### src/design/mig_pkg.sv
`timescale 1ns / 1ps
`default_nettype none
package mig_pkg;

  localparam int MAX_DIM_DEF = 8;
  localparam int ELEM_W      = 32;
  localparam int ACC_W       = 48;
  localparam int HALF_W      = 24;
  localparam int DIM_W       = 4;
  localparam logic [DIM_W-1:0] DIM_RESET = 4'd8;

  typedef logic signed [ACC_W-1:0] acc_t;

  localparam acc_t ACC_MAX = {1'b0, {(ACC_W-1){1'b1}}};
  localparam acc_t ACC_MIN = {1'b1, {(ACC_W-1){1'b0}}};
  localparam acc_t ONE_Q24 = 48'sh000001000000;

  typedef enum logic [4:0] {
    S_IDLE, S_LOAD_ID,
    S_PIV_RD, S_PIV_CMP, S_PIV_CHK,
    S_SWP_RD, S_SWP_WA, S_SWP_WB,
    S_RCP_GO, S_RCP_WT,
    S_SC_RD, S_SC_MUL, S_SC_WT,
    S_UP_FRD, S_UP_FCHK, S_UP_RD, S_UP_MUL, S_UP_WT, S_UP_NEXT,
    S_OUT_RD, S_OUT_LD, S_SING
  } state_t;

  typedef enum logic [2:0] {
    W_ELEM, W_ONE, W_ZERO, W_RDA, W_RDB, W_MUL, W_UPD
  } wsel_t;

  typedef struct packed {
    logic  re_a;
    logic  re_b;
    logic  we;
    wsel_t wsel;
    logic  piv_load;
    logic  f_load;
    logic  rcp_start;
    logic  mul_start;
    logic  mul_use_f;
    logic  out_load;
    logic  out_sing;
    logic  out_last;
  } cmd_t;

  typedef struct packed {
    logic rda_zero;
    logic rda_greater;
    logic piv_zero;
    logic rcp_done;
    logic mul_done;
    logic out_full;
  } sts_t;

  function automatic logic [ACC_W-1:0] mag48(input acc_t v);
    logic [ACC_W-1:0] neg_v;
    neg_v = ACC_W'(-v);
    return v[ACC_W-1] ? neg_v : ACC_W'(v);
  endfunction

endpackage
`default_nettype wire

### src/design/mig_ctrl.sv
`timescale 1ns / 1ps
`default_nettype none
module mig_ctrl import mig_pkg::*; #(
  parameter int MAX_DIM = MAX_DIM_DEF
) (
  input  wire logic                             clk,
  input  wire logic                             rst_n,
  input  wire logic [$clog2(MAX_DIM+1)-1:0]     n,
  input  wire logic                             cfg_wr,
  input  wire logic                             in_valid,
  output logic                                  in_ready,
  input  wire sts_t                             sts,
  output cmd_t                                  cmd,
  output logic [2*$clog2(MAX_DIM):0]            addr_a,
  output logic [2*$clog2(MAX_DIM):0]            addr_b,
  output logic [2*$clog2(MAX_DIM):0]            waddr
);

  localparam int RW = $clog2(MAX_DIM);
  localparam int CW = RW + 1;
  localparam int NW = $clog2(MAX_DIM + 1);

  state_t        state_r, state_nxt;
  logic [RW-1:0] lrow_r, lrow_nxt, lcol_r, lcol_nxt;
  logic [RW-1:0] pc_r, pc_nxt, r_r, r_nxt, best_r, best_nxt;
  logic [CW-1:0] j_r, j_nxt;
  logic [RW-1:0] nm1;
  logic [CW-1:0] jlast, ncol;
  logic          take_best;

  assign nm1       = RW'(n - NW'(1));
  assign jlast     = {nm1, 1'b1};
  assign ncol      = CW'(n);
  assign take_best = (r_r == pc_r) || sts.rda_greater;

  always_ff @(posedge clk) begin
    if (!rst_n) begin
      state_r <= S_IDLE;
      lrow_r  <= '0;
      lcol_r  <= '0;
      pc_r    <= '0;
      r_r     <= '0;
      best_r  <= '0;
      j_r     <= '0;
    end else begin
      state_r <= state_nxt;
      lrow_r  <= lrow_nxt;
      lcol_r  <= lcol_nxt;
      pc_r    <= pc_nxt;
      r_r     <= r_nxt;
      best_r  <= best_nxt;
      j_r     <= j_nxt;
    end
  end

  always_comb begin
    state_nxt = state_r;
    lrow_nxt  = lrow_r;
    lcol_nxt  = lcol_r;
    pc_nxt    = pc_r;
    r_nxt     = r_r;
    best_nxt  = best_r;
    j_nxt     = j_r;
    case (state_r)
      S_IDLE: begin
        if (in_valid) state_nxt = S_LOAD_ID;
      end
      S_LOAD_ID: begin
        state_nxt = S_IDLE;
        if (lcol_r == nm1) begin
          lcol_nxt = '0;
          if (lrow_r == nm1) begin
            lrow_nxt  = '0;
            pc_nxt    = '0;
            r_nxt     = '0;
            state_nxt = S_PIV_RD;
          end else begin
            lrow_nxt = lrow_r + RW'(1);
          end
        end else begin
          lcol_nxt = lcol_r + RW'(1);
        end
      end
      S_PIV_RD: state_nxt = S_PIV_CMP;
      S_PIV_CMP: begin
        if (take_best) best_nxt = r_r;
        if (r_r == nm1) begin
          state_nxt = S_PIV_CHK;
        end else begin
          r_nxt     = r_r + RW'(1);
          state_nxt = S_PIV_RD;
        end
      end
      S_PIV_CHK: begin
        j_nxt = '0;
        if (sts.piv_zero) state_nxt = S_SING;
        else if (best_r != pc_r) state_nxt = S_SWP_RD;
        else state_nxt = S_RCP_GO;
      end
      S_SWP_RD: state_nxt = S_SWP_WA;
      S_SWP_WA: state_nxt = S_SWP_WB;
      S_SWP_WB: begin
        if (j_r == jlast) begin
          state_nxt = S_RCP_GO;
        end else begin
          j_nxt     = j_r + CW'(1);
          state_nxt = S_SWP_RD;
        end
      end
      S_RCP_GO: state_nxt = S_RCP_WT;
      S_RCP_WT: begin
        j_nxt = '0;
        if (sts.rcp_done) state_nxt = S_SC_RD;
      end
      S_SC_RD:  state_nxt = S_SC_MUL;
      S_SC_MUL: state_nxt = S_SC_WT;
      S_SC_WT: begin
        if (sts.mul_done) begin
          if (j_r == jlast) begin
            r_nxt     = '0;
            state_nxt = S_UP_FRD;
          end else begin
            j_nxt     = j_r + CW'(1);
            state_nxt = S_SC_RD;
          end
        end
      end
      S_UP_FRD: begin
        if (r_r == pc_r) state_nxt = S_UP_NEXT;
        else state_nxt = S_UP_FCHK;
      end
      S_UP_FCHK: begin
        j_nxt = '0;
        if (sts.rda_zero) state_nxt = S_UP_NEXT;
        else state_nxt = S_UP_RD;
      end
      S_UP_RD:  state_nxt = S_UP_MUL;
      S_UP_MUL: state_nxt = S_UP_WT;
      S_UP_WT: begin
        if (sts.mul_done) begin
          if (j_r == jlast) begin
            state_nxt = S_UP_NEXT;
          end else begin
            j_nxt     = j_r + CW'(1);
            state_nxt = S_UP_RD;
          end
        end
      end
      S_UP_NEXT: begin
        if (r_r == nm1) begin
          if (pc_r == nm1) begin
            r_nxt     = '0;
            j_nxt     = '0;
            state_nxt = S_OUT_RD;
          end else begin
            pc_nxt    = pc_r + RW'(1);
            r_nxt     = pc_r + RW'(1);
            state_nxt = S_PIV_RD;
          end
        end else begin
          r_nxt     = r_r + RW'(1);
          state_nxt = S_UP_FRD;
        end
      end
      S_OUT_RD: state_nxt = S_OUT_LD;
      S_OUT_LD: begin
        if (!sts.out_full) begin
          if (j_r == CW'(nm1)) begin
            j_nxt = '0;
            if (r_r == nm1) begin
              state_nxt = S_IDLE;
            end else begin
              r_nxt     = r_r + RW'(1);
              state_nxt = S_OUT_RD;
            end
          end else begin
            j_nxt     = j_r + CW'(1);
            state_nxt = S_OUT_RD;
          end
        end
      end
      S_SING: begin
        if (!sts.out_full) state_nxt = S_IDLE;
      end
      default: state_nxt = S_IDLE;
    endcase
    // new dimension abandons a partial load
    if (cfg_wr) begin
      lrow_nxt = '0;
      lcol_nxt = '0;
    end
  end

  always_comb begin
    cmd      = '0;
    addr_a   = '0;
    addr_b   = '0;
    waddr    = '0;
    in_ready = 1'b0;
    case (state_r)
      S_IDLE: begin
        in_ready = 1'b1;
        cmd.we   = in_valid;
        cmd.wsel = W_ELEM;
        waddr    = {lrow_r, CW'(lcol_r)};
      end
      S_LOAD_ID: begin
        cmd.we   = 1'b1;
        cmd.wsel = (lrow_r == lcol_r) ? W_ONE : W_ZERO;
        waddr    = {lrow_r, CW'(CW'(lcol_r) + ncol)};
      end
      S_PIV_RD: begin
        cmd.re_a = 1'b1;
        addr_a   = {r_r, CW'(pc_r)};
      end
      S_PIV_CMP: cmd.piv_load = take_best;
      S_SWP_RD: begin
        cmd.re_a = 1'b1;
        cmd.re_b = 1'b1;
        addr_a   = {pc_r, j_r};
        addr_b   = {best_r, j_r};
      end
      S_SWP_WA: begin
        cmd.we   = 1'b1;
        cmd.wsel = W_RDB;
        waddr    = {pc_r, j_r};
      end
      S_SWP_WB: begin
        cmd.we   = 1'b1;
        cmd.wsel = W_RDA;
        waddr    = {best_r, j_r};
      end
      S_RCP_GO: cmd.rcp_start = 1'b1;
      S_SC_RD: begin
        cmd.re_a = 1'b1;
        addr_a   = {pc_r, j_r};
      end
      S_SC_MUL: cmd.mul_start = 1'b1;
      S_SC_WT: begin
        cmd.we   = sts.mul_done;
        cmd.wsel = W_MUL;
        waddr    = {pc_r, j_r};
      end
      S_UP_FRD: begin
        cmd.re_a = (r_r != pc_r);
        addr_a   = {r_r, CW'(pc_r)};
      end
      S_UP_FCHK: cmd.f_load = ~sts.rda_zero;
      S_UP_RD: begin
        cmd.re_a = 1'b1;
        cmd.re_b = 1'b1;
        addr_a   = {pc_r, j_r};
        addr_b   = {r_r, j_r};
      end
      S_UP_MUL: begin
        cmd.mul_start = 1'b1;
        cmd.mul_use_f = 1'b1;
      end
      S_UP_WT: begin
        cmd.we   = sts.mul_done;
        cmd.wsel = W_UPD;
        waddr    = {r_r, j_r};
      end
      S_OUT_RD: begin
        cmd.re_a = 1'b1;
        addr_a   = {r_r, CW'(j_r + ncol)};
      end
      S_OUT_LD: begin
        cmd.out_load = ~sts.out_full;
        cmd.out_last = (r_r == nm1) && (j_r == CW'(nm1));
      end
      S_SING: begin
        cmd.out_load = ~sts.out_full;
        cmd.out_sing = 1'b1;
        cmd.out_last = 1'b1;
      end
      default: ;
    endcase
  end

endmodule
`default_nettype wire

### config.mk
export PLATFORM = sky130hd
export DESIGN_NAME = mig_ctrl
export DESIGN_NICKNAME = d
export VERILOG_FILES = /design/src/design/mig_pkg.sv /design/src/design/mig_ctrl.sv
export SDC_FILE = /design/constraint.sdc
export NUM_CORES = 1
export LEC_CHECK = 0
export BUFFER_PORTS_ARGS = -buffer_cell sky130_fd_sc_hd__buf_2
export CAP_MARGIN = 20
export CORE_UTILIZATION = 40
export DETAILED_ROUTE_END_ITERATION = 12
export PLACE_DENSITY = 0.68
export SETUP_SLACK_MARGIN = 0.3
export SYNTH_ARGS = -nofsm -noshare
export SYNTH_HDL_FRONTEND = slang
export SYNTH_SLANG_ARGS = --single-unit
### constraint.sdc
create_clock -name clk -period 2.63 [get_ports clk]
set_input_delay 0.263 -clock clk [delete_from_list [all_inputs] [get_ports clk]]
set_output_delay 0.263 -clock clk [all_outputs]
set_load 0.05 [all_outputs]
### Yosys cells after proc, flatten, opt, wreduce, memory -nomap -nowiden

Index checks and enable logic that the tools add are counted.

* add/sub/neg operators: 8
* equality and inequality tests: 45
* mux-type cells: 59
* bitwise logic cells: 3
* reduce and logical (&&, ||, !) cells: 22

Operators by type and width (count)
* case mux 5 bit (22 select lines): 1
* 2-to-1 mux 5 bit: 14
* 2-to-1 mux 3 bit: 15
* equality test 5 x 4 -> 1 bit, second input constant: 8
* case mux 7 bit (5 select lines): 1
* 2-to-1 mux 4 bit: 8
* equality test 5 bit, second input constant: 6
* != test 2 bit, second input constant: 13
* case mux 4 bit (6 select lines): 1
* case mux 7 bit (3 select lines): 1
* equality test 5 x 3 -> 1 bit, second input constant: 4
* case mux 4 bit (5 select lines): 1
* equality test 3 bit: 6
* case mux 3 bit (5 select lines): 1
* case mux 7 bit (2 select lines): 1
* OR reduction 2 bit: 7
* adder 3 x 1 -> 3 bit, second input constant: 4
* equality test 5 x 2 -> 1 bit, second input constant: 2
* AND reduction 5 bit: 2
* nonzero test 5 bit: 2
* 2-to-1 mux 1 bit: 9
* AND reduction 7 bit: 1
* 2-to-1 mux 2 bit: 3
* != test 3 bit: 2
* 19 further kinds: 24

* bits in registers: 24
* bits of input ports: 14
* word-level logic and storage cells: 144

### Longest topological paths before layout

Gate-level depths: netlist (run 1).

* word-level depth: 6
* gate-level depth with buffers: 11
* mapped depth without buffers: 8

### Least setup slack after synthesis (run 1)

OpenSTA, ideal clock, no wires.

* path type: input -> output
* start: input port n[0]
* end: output port cmd[0] in the netlist's numbering
* arrival time: 3091 ps
* slack: -724 ps
* stages: 8
* path through: clkbuf_1 > inv_1 > ha_1 > buf_2 > xnor2_1 > nor4b_2 > a21oi_1 > nor4_1

RTL lines
* from (decl): RTL line mig_ctrl.sv:8 `input wire logic [$clog2(MAX_DIM+1)-1:0] n,`
* to (decl): RTL line mig_ctrl.sv:13 `output cmd_t cmd,`

### Final worst setup path (run 1)

* start: register state_r[0]
* end: output port addr_a[6]

* longest elaborated chain between the ends: 3
* elaborated cells on any way between the ends: 9
* those cells by class: eq/ne: 6; mux: 1; reduce/logical: 2

Ends and longest elaborated chain
* from (decl): RTL line mig_ctrl.sv:23 `state_t state_r, state_nxt;`
* from (signal assigned): RTL line mig_ctrl.sv:46 `state_r <= state_nxt;`
* equality test 5 x 4 -> 1 bit, or another cell as far along: RTL line mig_ctrl.sv:200 `case (state_r)`
* OR reduction 3 bit (no line) or OR reduction 2 bit (tied branches)
* case mux 7 bit (3 select lines) (*): RTL line mig_ctrl.sv:200
* to (decl): RTL line mig_ctrl.sv:14 `output logic [2*$clog2(MAX_DIM):0] addr_a,`

Every way passes the cells marked *; elsewhere a longest branch is shown, timed or not.

==> results of run 1 <==
## registers in the layout, indices dropped and copies added (netlist names)
| name | count |
|---|---|
| pc_r | 3 |
| lcol_r | 3 |
| lrow_r | 3 |
| r_r | 3 |
| j_r | 4 |
| state_r | 5 |
| best_r | 3 |
## synth_stat cells (all sizes together) (5+ instances only)
cell / count / area (µm²)
xor2: 22 / 193
nand2b: 6 / 37.5
ha: 12 / 150
xnor2: 7 / 61.3
buf: 12 / 52.6
o21ai: 31 / 155
nor2: 40 / 150
a21oi: 28 / 140
nand4: 5 / 37.5
nor3: 16 / 80.1
nand2: 31 / 116
dfxtp: 24 / 480
and2: 9 / 56.3
clkbuf: 21 / 78.8
nor4: 6 / 37.5
nor2b: 8 / 50.1
mux2i: 6 / 60.1
inv: 18 / 67.6
a31oi: 6 / 37.5
a22oi: 13 / 97.6
nand3: 13 / 65.1
## kinds of logic after synthesis
kind of cell	synth area share
compound gates	0.273
xor+xnor	0.123
fa+ha+maj	0.0635
buf+inv	0.0665
flops	0.161
mux	0.0201
simple gates	0.293
## power by group through the flow
| stage | registers [W] | logic [W] | clock network, W |
|---|---|---|---|
| after floorplan | 0.000450 | 0.00133 | 0 |
| after global placement | 0.000534 | 0.00176 | 0 |
| after detailed placement | 0.000532 | 0.00178 | 0 |
| after CTS | 0.000532 | 0.00183 | 0.000344 |
| after global routing | 0.000520 | 0.00215 | 0.000359 |
| final | 0.000513 | 0.00201 | 0.000340 |
## per-layer routing
metal  global-route usage  up-vias  share of wire
li1                     -     1653              -
met5                    0        -              0
met1                0.351     1608           0.44
met3               0.0504       17          0.072
met4               0.0748        0          0.024
met2                0.437      150           0.46
## stage by stage
stage | instance area, µm² | setup slack [ns] | total power (W) | instances | utilization
finish | 3850 | 0.319 | 0.00286 | 580 | 0.531
global route | 3850 | 0.200 | 0.00303 | 580 | 0.531
CTS | 3730 | 0.301 | 0.00271 | 572 | 0.514
detailed placement | 3590 | 0.0864 | 0.00231 | 565 | 0.495
global placement | 3590 | 0.152 | 0.00230 | 565 | 0.495
floorplan | 3100 | 0.225 | 0.00177 | 416 | -
## placed cells by master (no fill, tap or decap), types with 4 or more instances in the layout
cell type and n:
xnor2_1 7, nor3_1 14, buf_4 46, a22o_1 4, mux2i_1 6, nand2_1 31
nor2_1 38, xnor3_1 4, o21ai_1 4, xor2_1 21, a21oi_1 27, buf_2 43
o21ai_0 23, a31oi_1 6, ha_1 11, nor2b_1 5, nand2b_1 6, and2_1 5
nand3_1 13, o21ai_2 4, nor3b_1 4, a21o_1 4, dfxtp_1 16, dfxtp_4 7
nor4_4 4, a22oi_1 12, and2_4 4, inv_1 18, nand4_1 4, nand4b_1 4
## worst max-delay path: stages (launching register included)
cell,delay [ns]
dfxtp_4,0.39
buf_4,0.18
nor2_2,0.24
nand3_1,0.15
a21oi_2,0.26
or2_2,0.18
a22o_1,0.15
clkbuf_4,0.23
## final cells by class
| cell class | instances | share of cell area |
|---|---|---|
| Multi-Input combinational cell | 341 | 0.643 |
| Timing Repair Buffer | 94 | 0.157 |
| Sequential cell | 24 | 0.132 |
| Tap cell | 99 | 0.0322 |
| Inverter | 18 | 0.0175 |
| Clock buffer | 3 | 0.0107 |
| Clock inverter | 1 | 0.00780 |
## final timing paths
check	startpoint	cells past startpoint	slack, ns	endpoint
setup / recovery	state_r[0]	7	0.32	addr_a[6]
hold / removal	rst_n	2	0.36	r_r[2]
setup reg to reg	j_r[3]	6	0.38	j_r[1]
hold reg to reg	best_r[2]	2	0.58	best_r[2]
## repair_timing
action                                  in CTS  in global routing
pin swaps                                    0                  1
resized for setup                           22                 18
buffers inserted                             3                  8
endpoints found under the setup margin      24                 17
==> impl_metrics.json, run 1 <==
{
  "via_per_inst": 5.91,
  "area_delta_synth_final_pct": 28.6,
  "ys_seq_elements": 24,
  "yosysWarnings": 0,
  "min_period_ns": 2.31,
  "grt_pass1_vias": 3176,
  "holdBufCountCts": 0,
  "grt_pass1_wl_mm": 16.0,
  "seqPwrFrac": 0.179,
  "rows": 31,
  "wirelength_mm": 10.2,
  "die-area_mm2": 0.00783,
  "netlist_instances": 416,
  "dieWidth_um": 88.5,
  "clock_latency_ns": 0.28,
  "wl_per_cell_um": 17.5,
  "synthFlopType": "dfxtp_1",
  "multi_input_area_mm2": 0.00247,
  "slew_violations": 0,
  "startpoint_type": "flop",
  "hp-class": "in -> reg",
  "arrival_ns": 2.05,
  "routed-via-count": 3428,
  "ys_types": 64,
  "final-seq-area_um2": 508,
  "critPathKind": "reg -> out",
  "gp_congestion": 0.972,
  "cts_made_buffers": 3,
  "grt_setup_unrepaired": "yes",
  "tightestPinTransition_ns": 0.481,
  "hold-worst-slack_ns": 0.362,
  "grtUsageTotal": 0.265,
  "avgSynthCellArea_um2": 7.19,
  "setup_violations": 0,
  "status": "complete, no violations",
  "ctsLongestPathBuffers": 2,
  "worst_clock_skew_ns": 0.00701,
  "cts_root_buf": "clkbuf_8",
  "hpwl_mm": 7.80,
  "die_h_um": 88.5,
  "p_sw_w": 0.00151,
  "grt_max_degree": 21,
  "finalHoldViolCount": 0,
  "syn-cell-area_mm2": 0.00299,
  "n_antenna_cell": 0,
  "cp.required_ns": 2.37,
  "p_int_w": 0.00135,
  "fin_nets": 510,
  "cp-end-kind": "primary output",
  "worstPathMaxFanout": 10,
  "port_buffers": 49,
  "start_util": 0.413,
  "pwr-share-clk": 0.119,
  "cts_tree": "done",
  "io_pins": 50,
  "finalCritPeriodShare": 0.879,
  "clkTransAtPathRegs_ns": 0.10,
  "synth-edff-count": 0,
  "netSwitchingFraction": 0.528,
  "drt_iter0_markers": 221,
  "max_freq_ghz": 0.433,
  "drc_errors": 0,
  "fillCellCount": 704,
  "p_leak_nw": 1.76,
  "tns_ns": 0,
  "postRouteAntennaNets": 0,
  "relSlewSlack": 0.679,
  "combinationalPowerShare": 0.702,
  "grt_remaining_overflow": 0,
  "clock_sinks": 24,
  "grt_antenna_before_repair": 0,
  "p_per_area_mw_per_mm2": 744,
  "vdd.ir_drop.worst_v": 0.000519,
  "fp.coreArea_mm2": 0.00725,
  "h-tree-depth": 1,
  "async_flop_share": 0,
  "drt_first_pass_iters": 5,
  "seq_area_frac_synth": 0.161,
  "cap_violations": 0,
  "syn_nets": 444,
  "drive_gt1_frac": 0.285
}
No activity file was read; power rests on OpenSTA's default activity.
==> run 2, diff against run 1 <==
- CAP_MARGIN: 20 -> 10
- PLACE_DENSITY: 0.68 -> 0.65
==> run 2 against run 1 <==
- maximum frequency grew 2.0%
- critical path depth up 1
- power rose by 6.4%
- sequential share of layout area fell by 0.49 points
- combinational power grew 10%
- flip-flop and latch count unchanged
- final area is 2.9% higher
- clock power rose by 1%
- worst hold slack better by 0.0020 ns
- non-clock buffer count up 7
- critical endpoint is now waddr[1]
- highest routed layer unchanged
==> impl_metrics.json, run 2 (synthesized netlist as in run 1, its figures left out) <==
{
  "status": "complete, no violations",
  "min_period_ns": 2.27,
  "cp.required_ns": 2.37,
  "wl_per_cell_um": 18.3,
  "tightestPinTransition_ns": 0.547,
  "vdd.ir_drop.worst_v": 0.000557,
  "cap_violations": 0,
  "largest_reg_flops": 5,
  "cp-end-kind": "primary output",
  "hpwl_mm": 7.85,
  "clock_latency_ns": 0.28,
  "drt_first_pass_iters": 5,
  "p_per_area_mw_per_mm2": 770,
  "grt_pass1_wl_mm": 16.2,
  "grt_setup_unrepaired": "yes",
  "setup_violations": 0,
  "finalCritPeriodShare": 0.861,
  "startpoint_type": "flop",
  "postLayoutCoreUtil": 0.546,
  "grt_antenna_before_repair": 0,
  "dieWidth_um": 88.5,
  "p_leak_nw": 1.81,
  "tns_ns": 0,
  "min-delay-start": "cfg_wr",
  "grt_max_degree": 22,
  "hold_depth": 3,
  "gp_congestion": 0.985,
  "rows": 31,
  "r2r_end": "pc_r[0]",
  "h-tree-depth": 1,
  "area_delta_synth_final_pct": 32.3,
  "slew_violations": 0,
  "fin_nets": 517,
  "layout_common_cells": "buf_4, buf_2, nor2_1",
  "place_ws_ns": 0.0893,
  "die-area_mm2": 0.00783,
  "worst_clock_skew_ns": 0.00413,
  "setup_ws_ns": 0.365,
  "arrival_ns": 2.00,
  "r2r_cells": 8,
  "n_antenna_cell": 0,
  "drc_errors": 0,
  "critPathKind": "reg -> out",
  "r2r-start": "state_r[1]",
  "drive_gt1_frac": 0.301,
  "critical_path.startpoint": "state_r[1]",
  "via_per_inst": 6.02,
  "wirelength_mm": 10.7,
  "worstPathMaxFanout": 9,
  "mostFrequentLayoutCell": "buf_4",
  "hp-class": "in -> reg",
  "routed-via-count": 3531,
  "relSlewSlack": 0.632,
  "clock_sinks": 24,
  "grt_pass1_vias": 3140,
  "cts_tree": "done",
  "max_freq_ghz": 0.441,
  "reg_top3": "state_r x5, j_r x4",
  "cts_made_buffers": 3,
  "clkTransAtPathRegs_ns": 0.10,
  "grtUsageTotal": 0.271,
  "drt_iter0_markers": 300,
  "r2r_setup_slack_ns": 0.45,
  "die_h_um": 88.5,
  "port_buffers": 49,
  "postRouteAntennaNets": 0,
  "cts_root_buf": "clkbuf_8",
  "start_util": 0.413,
  "io_pins": 50,
  "grt_remaining_overflow": 0,
  "regMostFlops": "state_r",
  "min_to": "lcol_r[1]",
  "holdBufCountCts": 0,
  "ctsLongestPathBuffers": 2,
  "fp.coreArea_mm2": 0.00725,
  "finalHoldViolCount": 0
}
==> run 2: cell types whose count changed in the layout (fill, tap and decap cells not counted), sizes merged <==
cell / previous run / this run
clkbuf: 6 / 7
buf: 91 / 97
==> run 2: worst max-delay path by stage <==
stage	endpoint	slack (ns)
floorplan	cmd[0]	0.22
global placement	j_r[3]	0.14
detailed placement	j_r[3]	0.09
CTS	addr_a[2]	0.27
global route	waddr[1]	0.23
finish	waddr[1]	0.36
==> run 2: final cells by class <==
cell class | count | area (µm²)
sequential | 24 | 503
multi-input combinational | 341 | 2490
clock inverter | 1 | 30.0
inverter | 18 | 67.6
tap | 99 | 124
fill | 715 | 3290
timing repair buffer | 101 | 702
clock buffer | 3 | 41.3
==> run 2: per-layer routing <==
| layer | up-vias | global-route usage | routed length, µm |
|---|---|---|---|
| met5 | - | 0 | 0 |
| met4 | 0 | 0.0733 | 204 |
| met1 | 1635 | 0.372 | 4710 |
| met3 | 19 | 0.0299 | 809 |
| li1 | 1678 | - | - |
| met2 | 199 | 0.451 | 5010 |
==> run 2: power by group <==
group	switching, W	internal, W	total, W
clock	0.000141	0.000204	0.000345
sequential	0.0000717	0.000420	0.000492
combinational	0.00138	0.000832	0.00221
total	0.00159	0.00146	0.00305
==> run 2: worst max-delay path: stages (launching register included) <==
cell and delay, ns:
dfxtp_4 0.37, buf_12 0.14, nor3b_1 0.30, buf_4 0.19
and2_1 0.17, buf_4 0.16, a222oi_1 0.08, inv_1 0.07
buf_2 0.25
==> run 2: repair_timing <==
item	in CTS	in global routing
cloned	0	1
hold endpoints to repair	0	0
endpoints found under the setup margin	34	26
setup buffers	1	14
pin swaps	0	2
resized for setup	17	31
==> run 2: metrics by stage <==
step | hold WS [ns] | instances | cell area, µm² | total power, W
2_1_floorplan | 0.494 | 416 | 3100 | 0.00177
3_3_place_gp | 0.554 | 567 | 3600 | 0.00234
3_5_place_dp | 0.565 | 567 | 3600 | 0.00233
4_1_cts | 0.360 | 572 | 3730 | 0.00273
5_1_grt | 0.382 | 587 | 3960 | 0.00320
6_report | 0.364 | 587 | 3960 | 0.00305
==> run 3, diff against run 2 <==
- CELL_PAD_IN_SITES_DETAIL_PLACEMENT: not set -> 2
- CELL_PAD_IN_SITES_GLOBAL_PLACEMENT: not set -> 2
- CORE_UTILIZATION: 40 -> 32
- PLACE_DENSITY: 0.65 -> 0.86
==> run 3 against run 2 <==
- power up 10%
- combinational power up 15%
- worst hold slack better by 0.025 ns
- via count up 16%
- critical path depth up 1
- global-route usage up 3.7 points
- flip-flop and latch count unchanged
- final cell count up 4.4%
==> impl_metrics.json, run 3 (synthesized netlist as in run 1, its figures left out) <==
{
  "port_buffers": 49,
  "grtUsageTotal": 0.308,
  "area_delta_synth_final_pct": 39.4,
  "placed_area_mm2": 0.00365,
  "critical_path.startpoint": "state_r[2]",
  "cts_root_buf": "clkbuf_8",
  "min_to": "lcol_r[0]",
  "worst_clock_skew_ns": 0.00983,
  "seqPwrFrac": 0.163,
  "cp-end-kind": "primary output",
  "p_per_area_mw_per_mm2": 804,
  "dieWidth_um": 98.7,
  "gr-usage-met1": 0.393,
  "pwr-share-clk": 0.079,
  "use_met3": 0.0447,
  "fin_nets": 535,
  "hpwl_mm": 10.8,
  "worstPathMaxFanout": 9,
  "r2r_end": "r_r[1]",
  "arrival_ns": 2.33,
  "die-area_mm2": 0.00974,
  "drc_errors": 0,
  "n_antenna_cell": 0,
  "clock_sinks": 24,
  "grt_setup_unrepaired": "yes",
  "tightestPinTransition_ns": 0.801,
  "hold-worst-slack_ns": 0.389,
  "fillCellCount": 980,
  "routed-via-count": 4097,
  "vdd.ir_drop.worst_v": 0.000541,
  "grt_max_degree": 18,
  "r2r_setup_slack_ns": 0.11,
  "grt_busiest_layer": "met2",
  "clkTransAtPathRegs_ns": 0.11,
  "multi_input_area_mm2": 0.00258,
  "drt_iter0_markers": 362,
  "grt_pass1_wl_mm": 23.1,
  "grt_pass1_vias": 3940,
  "setup_violations": 0,
  "regMostFlops": "state_r",
  "met2_usage": 0.527,
  "largest_reg_flops": 5,
  "path_cells": "buf_4, nor2b_4, nor2_1, a22oi_1, nor2_1, buf_4, a222oi_1, inv_1, buf_4",
  "p_int_w": 0.00137,
  "wl_per_cell_um": 31.2,
  "cap_violations": 0,
  "via_per_inst": 6.68,
  "gp_congestion": 0.929,
  "combinationalPowerShare": 0.758,
  "status": "complete, no violations",
  "critPathKind": "reg -> out",
  "cp.required_ns": 2.37,
  "layout_common_cells": "buf_4, nor2_1, buf_2",
  "max_freq_ghz": 0.385,
  "p_sw_w": 0.00199,
  "final-seq-area_um2": 512,
  "grt_remaining_overflow": 0,
  "r2r_cells": 8,
  "r2r-start": "state_r[0]",
  "ctsLongestPathBuffers": 2,
  "clock_latency_ns": 0.30,
  "h-tree-depth": 1,
  "finalCritPeriodShare": 0.988,
  "hp-class": "in -> reg",
  "mostFrequentLayoutCell": "buf_4",
  "drt_first_pass_iters": 5,
  "cpPeakStageDelay_ns": 0.42,
  "slew_violations": 0,
  "finalHoldViolCount": 0,
  "die_h_um": 98.7,
  "wirelength_mm": 19.2,
  "p_leak_nw": 1.90,
  "place_ws_ns": -0.0745,
  "crit_top_cell": "buf_4",
  "slowest_stage": "dfxtp_4",
  "grt_antenna_before_repair": 0,
  "start_util": 0.337,
  "min-delay-start": "cfg_wr",
  "relSlewSlack": 0.461,
  "startpoint_type": "flop",
  "hold_depth": 3,
  "drive_gt1_frac": 0.364,
  "rows": 34,
  "fp.coreArea_mm2": 0.00889,
  "cts_made_buffers": 3,
  "netSwitchingFraction": 0.592,
  "final_area_mm2": 0.00417,
  "postRouteAntennaNets": 0,
  "reg_top3": "state_r x5, j_r x4",
  "cts_tree": "done",
  "min_period_ns": 2.60,
  "io_pins": 50,
  "setup_ws_ns": 0.0328,
  "holdBufCountCts": 0
}
-- run 3: how the worst max path moves through the flow --
| stage | end | cells after the start |
|---|---|---|
| floorplan | cmd[0] | 8 |
| global placement | r_r[2] | 9 |
| detailed placement | j_r[1] | 9 |
| CTS | waddr[1] | 5 |
| global route | addr_a[2] | 9 |
| finish | addr_a[2] | 9 |
-- run 3: layout make-up --
cell class / instances / area share
multi-input cells: 341 / 0.618
repair buffers: 119 / 0.198
flip-flops and latches: 24 / 0.123
well taps: 108 / 0.0324
inverters: 18 / 0.0183
clock buffers: 3 / 0.00990
-- run 3: power by group through the flow --
stage | registers, W | logic (W) | clock network (W)
2_1_floorplan | 0.000450 | 0.00133 | 0
3_3_place_gp | 0.000537 | 0.00184 | 0
3_5_place_dp | 0.000541 | 0.00194 | 0
4_1_cts | 0.000541 | 0.00203 | 0.000248
5_1_grt | 0.000548 | 0.00262 | 0.000274
6_report | 0.000547 | 0.00254 | 0.000265
-- run 3: per-stage QoR --
stage,TNS [ns],util,total power [W],std cells
floorplan,0,-,0.00177,416
global placement,0,0.411,0.00238,581
detailed placement,-0.148,0.411,0.00248,581
CTS,0,0.430,0.00282,590
global route,-0.0440,0.469,0.00344,613
finish,0,0.469,0.00335,613
-- run 3: routing by layer --
| metal | wire, µm | vias to the layer above |
|---|---|---|
| met2 | 8970 | 279 |
| met3 | 1540 | 90 |
| met5 | 0 | - |
| met1 | 7620 | 2018 |
| met4 | 1020 | 0 |
| li1 | - | 1710 |
-- run 3: what timing repair did --
item	4_1_cts	5_1_grt
resized for setup	32	54
setup buffers	6	23
pin swaps	0	10
endpoints found under the setup margin	41	27
-- run 3: critical path: cells and delay by family, from the launching register on --
kind | cells | cell delay, ns
AOI/OAI and AO/OA | 2 | 0.56
buffers and inverters | 4 | 0.65
DFF | 1 | 0.42
and+or+nand+nor | 3 | 0.39
